--- src/sv/adf_pkg.sv ---
`timescale 1ns / 1ps
// ----------------------------------------------------------------------------
// adf_pkg
// Shared types and constants for the API receive frame deframer.
// ----------------------------------------------------------------------------
package adf_pkg;

    localparam logic [7:0]  DELIM_BYTE   = 8'h7E;
    localparam logic [7:0]  ID_LONG_SRC  = 8'h80;
    localparam logic [7:0]  ID_SHORT_SRC = 8'h81;
    localparam logic [7:0]  SUM_GOOD     = 8'hFF;
    localparam logic [15:0] HDR_SHORT    = 16'd5;
    localparam logic [15:0] HDR_LONG     = 16'd11;
    localparam logic [15:0] ADDR_END_SHORT = 16'd3;
    localparam logic [15:0] ADDR_END_LONG  = 16'd9;
    localparam logic [15:0] MAX_PAYLOAD_RESET = 16'hFFFF;

    localparam int APB_ADDR_W  = 3;
    localparam int APB_DATA_W  = 32;
    localparam logic REG_MAX_PAYLOAD = 1'b0;

    localparam int OUT_TDATA_W = 96;

    typedef enum logic [2:0] {
        PH_HUNT  = 3'd0,
        PH_LENHI = 3'd1,
        PH_LENLO = 3'd2,
        PH_BODY  = 3'd3,
        PH_CSUM  = 3'd4
    } phase_t;

    typedef enum logic [2:0] {
        ST_OK        = 3'd0,
        ST_STRAY     = 3'd1,
        ST_ZERO_LEN  = 3'd2,
        ST_BAD_CSUM  = 3'd3,
        ST_UNKNOWN_ID = 3'd4,
        ST_TOO_SHORT = 3'd5
    } status_t;

    typedef struct packed {
        logic [15:0] payload_length;
        logic        address_is_long;
        logic [63:0] source_address;
        logic [2:0]  status;
        logic [7:0]  data_byte;
        logic        is_end;
    } result_t;

endpackage

--- src/sv/adf_cfg_regs.sv ---
`timescale 1ns / 1ps
// ----------------------------------------------------------------------------
// adf_cfg_regs
// APB register bank holding the payload forwarding limit.
// ----------------------------------------------------------------------------
module adf_cfg_regs
(
    input  logic                              clk,
    input  logic                              rst_n,
    input  logic                              psel,
    input  logic                              penable,
    input  logic                              pwrite,
    input  logic [adf_pkg::APB_ADDR_W-1:0]    paddr,
    input  logic [adf_pkg::APB_DATA_W-1:0]    pwdata,
    output logic [adf_pkg::APB_DATA_W-1:0]    prdata,
    output logic                              pready,
    output logic [15:0]                       max_payload_len
);

    logic [15:0] max_payload_len_reg;
    logic [15:0] max_payload_len_next;
    logic        reg_sel;

    assign pready  = 1'b1;
    assign reg_sel = (paddr[2] == adf_pkg::REG_MAX_PAYLOAD);

    always_comb
    begin
        max_payload_len_next = max_payload_len_reg;
        if (psel && penable && pwrite && pready && reg_sel)
        begin
            max_payload_len_next = pwdata[15:0];
        end
    end

    always_ff @(posedge clk or negedge rst_n)
    begin
        if (!rst_n)
        begin
            max_payload_len_reg <= adf_pkg::MAX_PAYLOAD_RESET;
        end
        else
        begin
            max_payload_len_reg <= max_payload_len_next;
        end
    end

    assign prdata = reg_sel ? {16'd0, max_payload_len_reg} : '0;
    assign max_payload_len = max_payload_len_reg;

endmodule

--- src/sv/adf_parser.sv ---
`timescale 1ns / 1ps
// ----------------------------------------------------------------------------
// adf_parser
// Input byte register and per-byte frame state machine.
// ----------------------------------------------------------------------------
module adf_parser
(
    input  logic             clk,
    input  logic             rst_n,
    input  logic             in_valid,
    input  logic [7:0]       in_byte,
    output logic             in_ready,
    input  logic [15:0]      max_payload_len,
    input  logic             res_space,
    output logic             res_push,
    output adf_pkg::result_t res
);

    logic                in_valid_reg;
    logic                in_valid_next;
    logic [7:0]          in_byte_reg;
    logic                advance;

    adf_pkg::phase_t     phase_reg;
    adf_pkg::phase_t     phase_next;
    logic [15:0]         frame_length_reg;
    logic [15:0]         frame_length_next;
    logic [15:0]         body_count_reg;
    logic [15:0]         body_count_next;
    logic [7:0]          running_sum_reg;
    logic [7:0]          running_sum_next;
    logic [7:0]          api_id_reg;
    logic [7:0]          api_id_next;
    logic [63:0]         captured_address_reg;
    logic [63:0]         captured_address_next;
    logic [7:0]          length_high_reg;
    logic [7:0]          length_high_next;

    logic [7:0]          b;
    logic                id_short;
    logic                id_long;
    logic [15:0]         hdr;
    logic [15:0]         addr_end;
    logic [15:0]         pos_plus;
    logic [15:0]         new_length;
    logic [7:0]          total;
    logic                produce;
    adf_pkg::result_t    res_c;

    assign advance  = in_valid_reg && res_space;
    assign in_ready = !in_valid_reg || res_space;

    always_comb
    begin
        in_valid_next = in_valid_reg;
        if (in_ready)
        begin
            in_valid_next = in_valid;
        end
    end

    always_ff @(posedge clk or negedge rst_n)
    begin
        if (!rst_n)
        begin
            in_valid_reg <= 1'b0;
        end
        else
        begin
            in_valid_reg <= in_valid_next;
        end
    end

    always_ff @(posedge clk)
    begin
        if (in_ready && in_valid)
        begin
            in_byte_reg <= in_byte;
        end
    end

    assign b          = in_byte_reg;
    assign id_short   = (api_id_reg == adf_pkg::ID_SHORT_SRC);
    assign id_long    = (api_id_reg == adf_pkg::ID_LONG_SRC);
    assign hdr        = id_long ? adf_pkg::HDR_LONG : adf_pkg::HDR_SHORT;
    assign addr_end   = id_short ? adf_pkg::ADDR_END_SHORT : adf_pkg::ADDR_END_LONG;
    assign pos_plus   = body_count_reg + 16'd1;
    assign new_length = {length_high_reg, b};
    assign total      = running_sum_reg + b;

    always_comb
    begin
        phase_next            = phase_reg;
        frame_length_next     = frame_length_reg;
        body_count_next       = body_count_reg;
        running_sum_next      = running_sum_reg;
        api_id_next           = api_id_reg;
        captured_address_next = captured_address_reg;
        length_high_next      = length_high_reg;
        produce               = 1'b0;
        res_c                 = '0;

        case (phase_reg)
            adf_pkg::PH_HUNT:
            begin
                if (b == adf_pkg::DELIM_BYTE)
                begin
                    phase_next = adf_pkg::PH_LENHI;
                end
                else
                begin
                    produce      = 1'b1;
                    res_c.is_end = 1'b1;
                    res_c.status = adf_pkg::ST_STRAY;
                end
            end
            adf_pkg::PH_LENHI:
            begin
                length_high_next = b;
                phase_next       = adf_pkg::PH_LENLO;
            end
            adf_pkg::PH_LENLO:
            begin
                frame_length_next = new_length;
                if (new_length == 16'd0)
                begin
                    phase_next   = adf_pkg::PH_HUNT;
                    produce      = 1'b1;
                    res_c.is_end = 1'b1;
                    res_c.status = adf_pkg::ST_ZERO_LEN;
                end
                else
                begin
                    body_count_next       = '0;
                    running_sum_next      = '0;
                    api_id_next           = '0;
                    captured_address_next = '0;
                    phase_next            = adf_pkg::PH_BODY;
                end
            end
            adf_pkg::PH_BODY:
            begin
                running_sum_next = total;
                if (body_count_reg == 16'd0)
                begin
                    api_id_next = b;
                end
                else if (id_short || id_long)
                begin
                    if (body_count_reg < addr_end)
                    begin
                        captured_address_next = {captured_address_reg[55:0], b};
                    end
                    else if (body_count_reg >= hdr &&
                             (body_count_reg - hdr) < max_payload_len)
                    begin
                        produce         = 1'b1;
                        res_c.data_byte = b;
                    end
                end
                body_count_next = pos_plus;
                if (pos_plus == frame_length_reg)
                begin
                    phase_next = adf_pkg::PH_CSUM;
                end
            end
            adf_pkg::PH_CSUM:
            begin
                phase_next   = adf_pkg::PH_HUNT;
                produce      = 1'b1;
                res_c.is_end = 1'b1;
                if (total != adf_pkg::SUM_GOOD)
                begin
                    res_c.status = adf_pkg::ST_BAD_CSUM;
                end
                else if (!id_short && !id_long)
                begin
                    res_c.status = adf_pkg::ST_UNKNOWN_ID;
                end
                else if (frame_length_reg < hdr)
                begin
                    res_c.status = adf_pkg::ST_TOO_SHORT;
                end
                else
                begin
                    res_c.status          = adf_pkg::ST_OK;
                    res_c.source_address  = captured_address_reg;
                    res_c.address_is_long = id_long;
                    res_c.payload_length  = frame_length_reg - hdr;
                end
            end
            default:
            begin
                phase_next = adf_pkg::PH_HUNT;
            end
        endcase
    end

    always_ff @(posedge clk or negedge rst_n)
    begin
        if (!rst_n)
        begin
            phase_reg            <= adf_pkg::PH_HUNT;
            frame_length_reg     <= '0;
            body_count_reg       <= '0;
            running_sum_reg      <= '0;
            api_id_reg           <= '0;
            captured_address_reg <= '0;
            length_high_reg      <= '0;
        end
        else if (advance)
        begin
            phase_reg            <= phase_next;
            frame_length_reg     <= frame_length_next;
            body_count_reg       <= body_count_next;
            running_sum_reg      <= running_sum_next;
            api_id_reg           <= api_id_next;
            captured_address_reg <= captured_address_next;
            length_high_reg      <= length_high_next;
        end
    end

    assign res_push = advance && produce;
    assign res      = res_c;

endmodule

--- src/sv/adf_out_reg.sv ---
`timescale 1ns / 1ps
// ----------------------------------------------------------------------------
// adf_out_reg
// Result register driving the master-side stream.
// ----------------------------------------------------------------------------
module adf_out_reg
(
    input  logic                                clk,
    input  logic                                rst_n,
    input  logic                                res_push,
    input  adf_pkg::result_t                    res,
    output logic                                res_space,
    output logic                                m_tvalid,
    input  logic                                m_tready,
    output logic [adf_pkg::OUT_TDATA_W-1:0]     m_tdata,
    output logic                                m_tuser
);

    logic             valid_reg;
    logic             valid_next;
    adf_pkg::result_t res_reg;

    assign res_space = !valid_reg || m_tready;

    always_comb
    begin
        valid_next = valid_reg;
        if (res_push)
        begin
            valid_next = 1'b1;
        end
        else if (m_tready)
        begin
            valid_next = 1'b0;
        end
    end

    always_ff @(posedge clk or negedge rst_n)
    begin
        if (!rst_n)
        begin
            valid_reg <= 1'b0;
        end
        else
        begin
            valid_reg <= valid_next;
        end
    end

    always_ff @(posedge clk)
    begin
        if (res_push)
        begin
            res_reg <= res;
        end
    end

    assign m_tvalid = valid_reg;
    assign m_tuser  = res_reg.is_end;
    assign m_tdata  = {4'd0, res_reg.payload_length, res_reg.address_is_long,
                       res_reg.source_address, res_reg.status, res_reg.data_byte};

endmodule

--- src/sv/api_rx_frame_deframer_core.sv ---
`timescale 1ns / 1ps
// ----------------------------------------------------------------------------
// api_rx_frame_deframer_core
// Receive-side deframer for API-mode serial radio frames.
// ----------------------------------------------------------------------------
// Slave stream: one received byte per transfer on s_tdata.
// Master stream: one result per transfer; m_tuser low carries a payload
//   byte, m_tuser high an end or error status with source address and
//   payload length (valid on an ok status only).
// APB port: register 0 at address 0 sets the payload forwarding limit.
// Path: an accepted byte waits in the input register; its result is loaded
//   into the result register when the state update advances.
// Throughput: one byte per cycle while no result is held, set by the state
//   update between the input and result registers.
// Reset: clears the frame state to delimiter hunt, empties both registers
//   and sets the limit to 65535.
// Stall: a held result stops the state update; s_tready falls once the
//   input register is also full and rises again as soon as m_tready returns.
// Discard payload bytes of a frame whose end status is not ok.
// ----------------------------------------------------------------------------
module api_rx_frame_deframer_core
(
    input  logic                                clk,
    input  logic                                rst_n,
    input  logic                                s_tvalid,
    output logic                                s_tready,
    input  logic [7:0]                          s_tdata,  // [7:0] rx_byte
    output logic                                m_tvalid,
    input  logic                                m_tready,
    // [7:0] data_byte, [10:8] status, [74:11] source_address,
    // [75] address_is_long, [91:76] payload_length, [95:92] zero
    output logic [adf_pkg::OUT_TDATA_W-1:0]     m_tdata,
    output logic                                m_tuser,  // [0] is_end
    input  logic                                psel,
    input  logic                                penable,
    input  logic                                pwrite,
    input  logic [adf_pkg::APB_ADDR_W-1:0]      paddr,
    input  logic [adf_pkg::APB_DATA_W-1:0]      pwdata,
    output logic [adf_pkg::APB_DATA_W-1:0]      prdata,
    output logic                                pready
);

    logic             res_space;
    logic             res_push;
    logic [15:0]      max_payload_len;
    adf_pkg::result_t res;

    adf_cfg_regs u_cfg
    (
        .clk             (clk),
        .rst_n           (rst_n),
        .psel            (psel),
        .penable         (penable),
        .pwrite          (pwrite),
        .paddr           (paddr),
        .pwdata          (pwdata),
        .prdata          (prdata),
        .pready          (pready),
        .max_payload_len (max_payload_len)
    );

    adf_parser u_parser
    (
        .clk             (clk),
        .rst_n           (rst_n),
        .in_valid        (s_tvalid),
        .in_byte         (s_tdata),
        .in_ready        (s_tready),
        .max_payload_len (max_payload_len),
        .res_space       (res_space),
        .res_push        (res_push),
        .res             (res)
    );

    adf_out_reg u_out
    (
        .clk       (clk),
        .rst_n     (rst_n),
        .res_push  (res_push),
        .res       (res),
        .res_space (res_space),
        .m_tvalid  (m_tvalid),
        .m_tready  (m_tready),
        .m_tdata   (m_tdata),
        .m_tuser   (m_tuser)
    );

endmodule
--- config.mk ---
export PLATFORM = sky130hd
export DESIGN_NAME = api_rx_frame_deframer_core
export DESIGN_NICKNAME = d
export VERILOG_FILES = /design/src/sv/adf_pkg.sv /design/src/sv/adf_cfg_regs.sv /design/src/sv/adf_parser.sv /design/src/sv/adf_out_reg.sv /design/src/sv/api_rx_frame_deframer_core.sv
export SDC_FILE = /design/constraint.sdc
export NUM_CORES = 1
export LEC_CHECK = 0
export CORE_MARGIN = 1
export CORE_UTILIZATION = 30
export CTS_CLUSTER_DIAMETER = 120
export DETAILED_ROUTE_END_ITERATION = 8
export DONT_BUFFER_PORTS = 1
export GPL_TIMING_DRIVEN = 0
export MAX_ROUTING_LAYER = met4
export PLACE_DENSITY = 0.5
export SLEW_MARGIN = 10
export SYNTH_ARGS = -nofsm -noshare
export SYNTH_HDL_FRONTEND = slang
export SYNTH_SLANG_ARGS = --single-unit
--- constraint.sdc ---
create_clock -name clk -period 9.27 [get_ports clk]
set_clock_uncertainty 0.1 [all_clocks]
set_input_delay 1.3905 -clock clk [delete_from_list [all_inputs] [get_ports clk]]
set_output_delay 1.3905 -clock clk [all_outputs]
set_load 0.01 [all_outputs]
==> flow_summary.toml <==
[synthesis]
yosysTopAreaCell = "dfrtp_1"
synth_top_area_frac = 0.269
syn_inst = 949
synth_edf_count = 101
synth-seq-cells = 242
ys.flop_type = "dfrtp_1"
seq_area_frac_synth = 0.565
ys_async_sr_fraction = 0.583
synth_area_um2 = 11600
yosysWarnings = 0
syn_avg_cell_area_um2 = 12.3
yosys.cell_types.count = 74
synth.area.top_cells = "dfrtp_1 27%, edfxtp_1 26%, mux2_2 5.0%, a22o_1 4.6%, and2_1 4.2%"

[timing]
rsz0062_at_grt = "false"
relSlewSlack = 0.272
period_share = 0.725
setup_viol_count_final = 0
finalCriticalPeriod_ns = 6.72
fin_hold_ws_ns = 0.393
fin_tns_setup_ns = 0
tightest_slew_ns = 1.08
hold_viol = 0
max_freq_ghz = 0.149
slew_violations = 0

[setup_path]
crit_arrival_ns = 6.84
worst_ep_required_time_ns = 9.39
cp-startpoint = "u_parser.api_id_reg[1]$_DFFE_PN0P_"
crit_fanout = 62
crit_buf_inv = 1
cp-start-kind = "flop"
regToRegStartpoint = "u_parser.api_id_reg[1]$_DFFE_PN0P_"
cpMaxStageDelayCell = "nor4_2"
slowest_delay_ns = 0.92
crit_family = "simple AND/OR/NAND/NOR gates"
cp-end-kind = "flop"
crit_type = "flop to flop"
path_cells = "nor4b_1 > nand2_1 > or2_2 > fa_1 > a21oi_1 > nor2b_1 > nor4_1 > nand3_1 > nor3_1 > xor2_1 > ha_1 > nor2b_1 > o21ai_0 > nand2_1 > nor4_2 > o21a_4 > buf_16"

[die]
start_util = 0.307
die_h_um = 199
io_pins = 182
fp.coreArea_um2 = 37900
rows = 71
dieArea_um2 = 39600
die_w_um = 199

[drt]
ant_nets = 0
first_pass_iters = 6
wl_per_cell_um = 18.6
drt_iter0_drc = 471
vias = 7323
post-route-drc-count = 0
totalWireLength_mm = 28.5
viasPerCell = 4.78

[worst_hold_path]
holdCritStartpoint = "u_parser.running_sum_reg[5]$_DFFE_PN0P_"
hp-class = "flop to flop"

[grt]
grt_pass1_vias = 7177
overflow = 0
grt_pass1_wl_mm = 43.9
grt_max_degree = 142
track_usage = 0.149
antenna_found_initial = 0

[job]
cap_viol_max_count = 0

[clock_network]
numCtsBuffers = 28
htree_levels = 1
cts_tree = "yes"
cts_setup_buffers = 0
ctsHoldBuffers = 0
ctsResizeCount = 0
clk_pin_slew_ns = 0.06
insertion_delay_ns = 0.57
clockBufferDepth = 3
cts_root_buf = "clkbuf_16"
cts.sinks = 242

[power]
power.density_nw_per_um2 = 262
vdd_drop_max_v = 0.000138
p_leak_nw = 5.33

[cells_and_area]
nFillCells = 3750
largest_reg_flops = 92
drive_gt1_frac = 0.183
fin_util = 0.351
stdcell_area_um2 = 13300
syn_to_final_growth_pct = 14.4
antenna_cells = 0
final_cell_count_no_fill = 1531
fin_nets = 1085

[place]
dpl_cell_area_um2 = 12400
finalWeightedCongestion = 0.835
portBuffers = 0
dp.cells = 1480
hpwl_mm = 20.0

[run_status]
status = "complete, no violations"
-- layout by cell type (no fill, tap or decap), drive strengths merged, types with 9 or more instances in the layout --
master,instances
buf,53
dfrtp,125
xor2,24
clkbuf,60
a21o,11
o21ai,35
xnor2,26
dfstp,16
mux2,56
nor3,28
edfxtp,101
and3,12
nand4,9
a211oi,9
nor4,18
nand3,12
nor2,55
and2,79
inv,28
nand2,35
ha,33
a21oi,14
conb,21
a22o,61
-- routing by layer --
metal / wire [um] / part of all wire / global-route usage / vias to the layer above
met5: 0 / 0 / - / -
met4: 444 / 0.016 / 0.0365 / 0
met3: 1320 / 0.046 / 0.0259 / 32
met2: 12900 / 0.45 / 0.225 / 165
met1: 13800 / 0.48 / 0.207 / 3609
li1: - / - / - / 3517
-- cell families (layout without fill, tap and decap cells) --
group / count (synthesis) / after routing / synth area share
AND/OR/NAND/NOR: 292 / 292 / 0.144
flip-flops: 242 / 242 / 0.565
AO/OA/AOI/OAI: 169 / 169 / 0.107
buffers and inverters: 101 / 153 / 0.0477
multiplexers: 56 / 56 / 0.0555
XOR/XNOR: 51 / 51 / 0.0396
adder cells (fa/ha/maj): 36 / 36 / 0.0406
other: 2 / 21 / 0.000645
-- cells in the mapped netlist, types with 11 or more instances --
| library cell | count |
|---|---|
| edfxtp_1 | 101 |
| buf_4 | 24 |
| ha_1 | 33 |
| and3_1 | 12 |
| nor2_1 | 55 |
| nor3_1 | 26 |
| xnor2_1 | 26 |
| inv_1 | 27 |
| nor4_1 | 15 |
| nand2_1 | 35 |
| xor2_1 | 24 |
| clkbuf_1 | 21 |
| nand3_1 | 11 |
| dfstp_2 | 16 |
| buf_2 | 20 |
| dfrtp_1 | 125 |
| a21o_1 | 11 |
| a21oi_1 | 14 |
| o21ai_0 | 34 |
| mux2_2 | 52 |
| and2_1 | 79 |
| a22o_1 | 61 |
-- area by class of cell --
type | count | area, um2 | share of cell area
flip-flops and latches | 242 | 6580 | 0.494
multi-input cells | 625 | 4580 | 0.344
clock buffers | 38 | 779 | 0.0585
well taps | 511 | 639 | 0.0480
plain buffers | 74 | 454 | 0.0341
clock inverters | 13 | 156 | 0.0117
inverters | 27 | 101 | 0.00761
repair buffers | 1 | 27.5 | 0.00207
-- tightest hold or removal path, cell delays in order, from the launching register on --
cell and delay [ns]:
dfrtp_1 0.35, nand2_1 0.05, o21ai_0 0.06
-- where the power goes --
part           internal (W)  total (W)  switching, W
Combinational      0.000444   0.000947      0.000502
Clock              0.000672    0.00112      0.000448
Sequential          0.00127    0.00143      0.000157
-- per-stage QoR --
step	worst slack, ns	power [W]
3_3_place_gp	-0.0213	0.00237
6_report	2.55	0.00349
5_1_grt	1.89	0.00372
2_1_floorplan	2.58	0.00215
3_5_place_dp	2.35	0.00239
4_1_cts	2.31	0.00353
-- path summary, 6_finish.rpt --
kind / endpoint / cells past startpoint / slack, ns
max: u_out.m_tdata[64]$_SDFFCE_PP0P_ / 17 / 2.55
min: u_parser.running_sum_reg[5]$_DFFE_PN0P_ / 2 / 0.39
max reg2reg: u_out.m_tdata[64]$_SDFFCE_PP0P_ / 17 / 2.55
min reg2reg: u_parser.running_sum_reg[5]$_DFFE_PN0P_ / 2 / 0.39
max in group asynchronous: u_parser.captured_address_reg[60]$_DFFE_PN0P_ / 0 / 8.30
min in group asynchronous: u_parser.body_count_reg[1]$_DFFE_PN0P_ / 0 / 0.45
(Power assumes the default switching activity.)
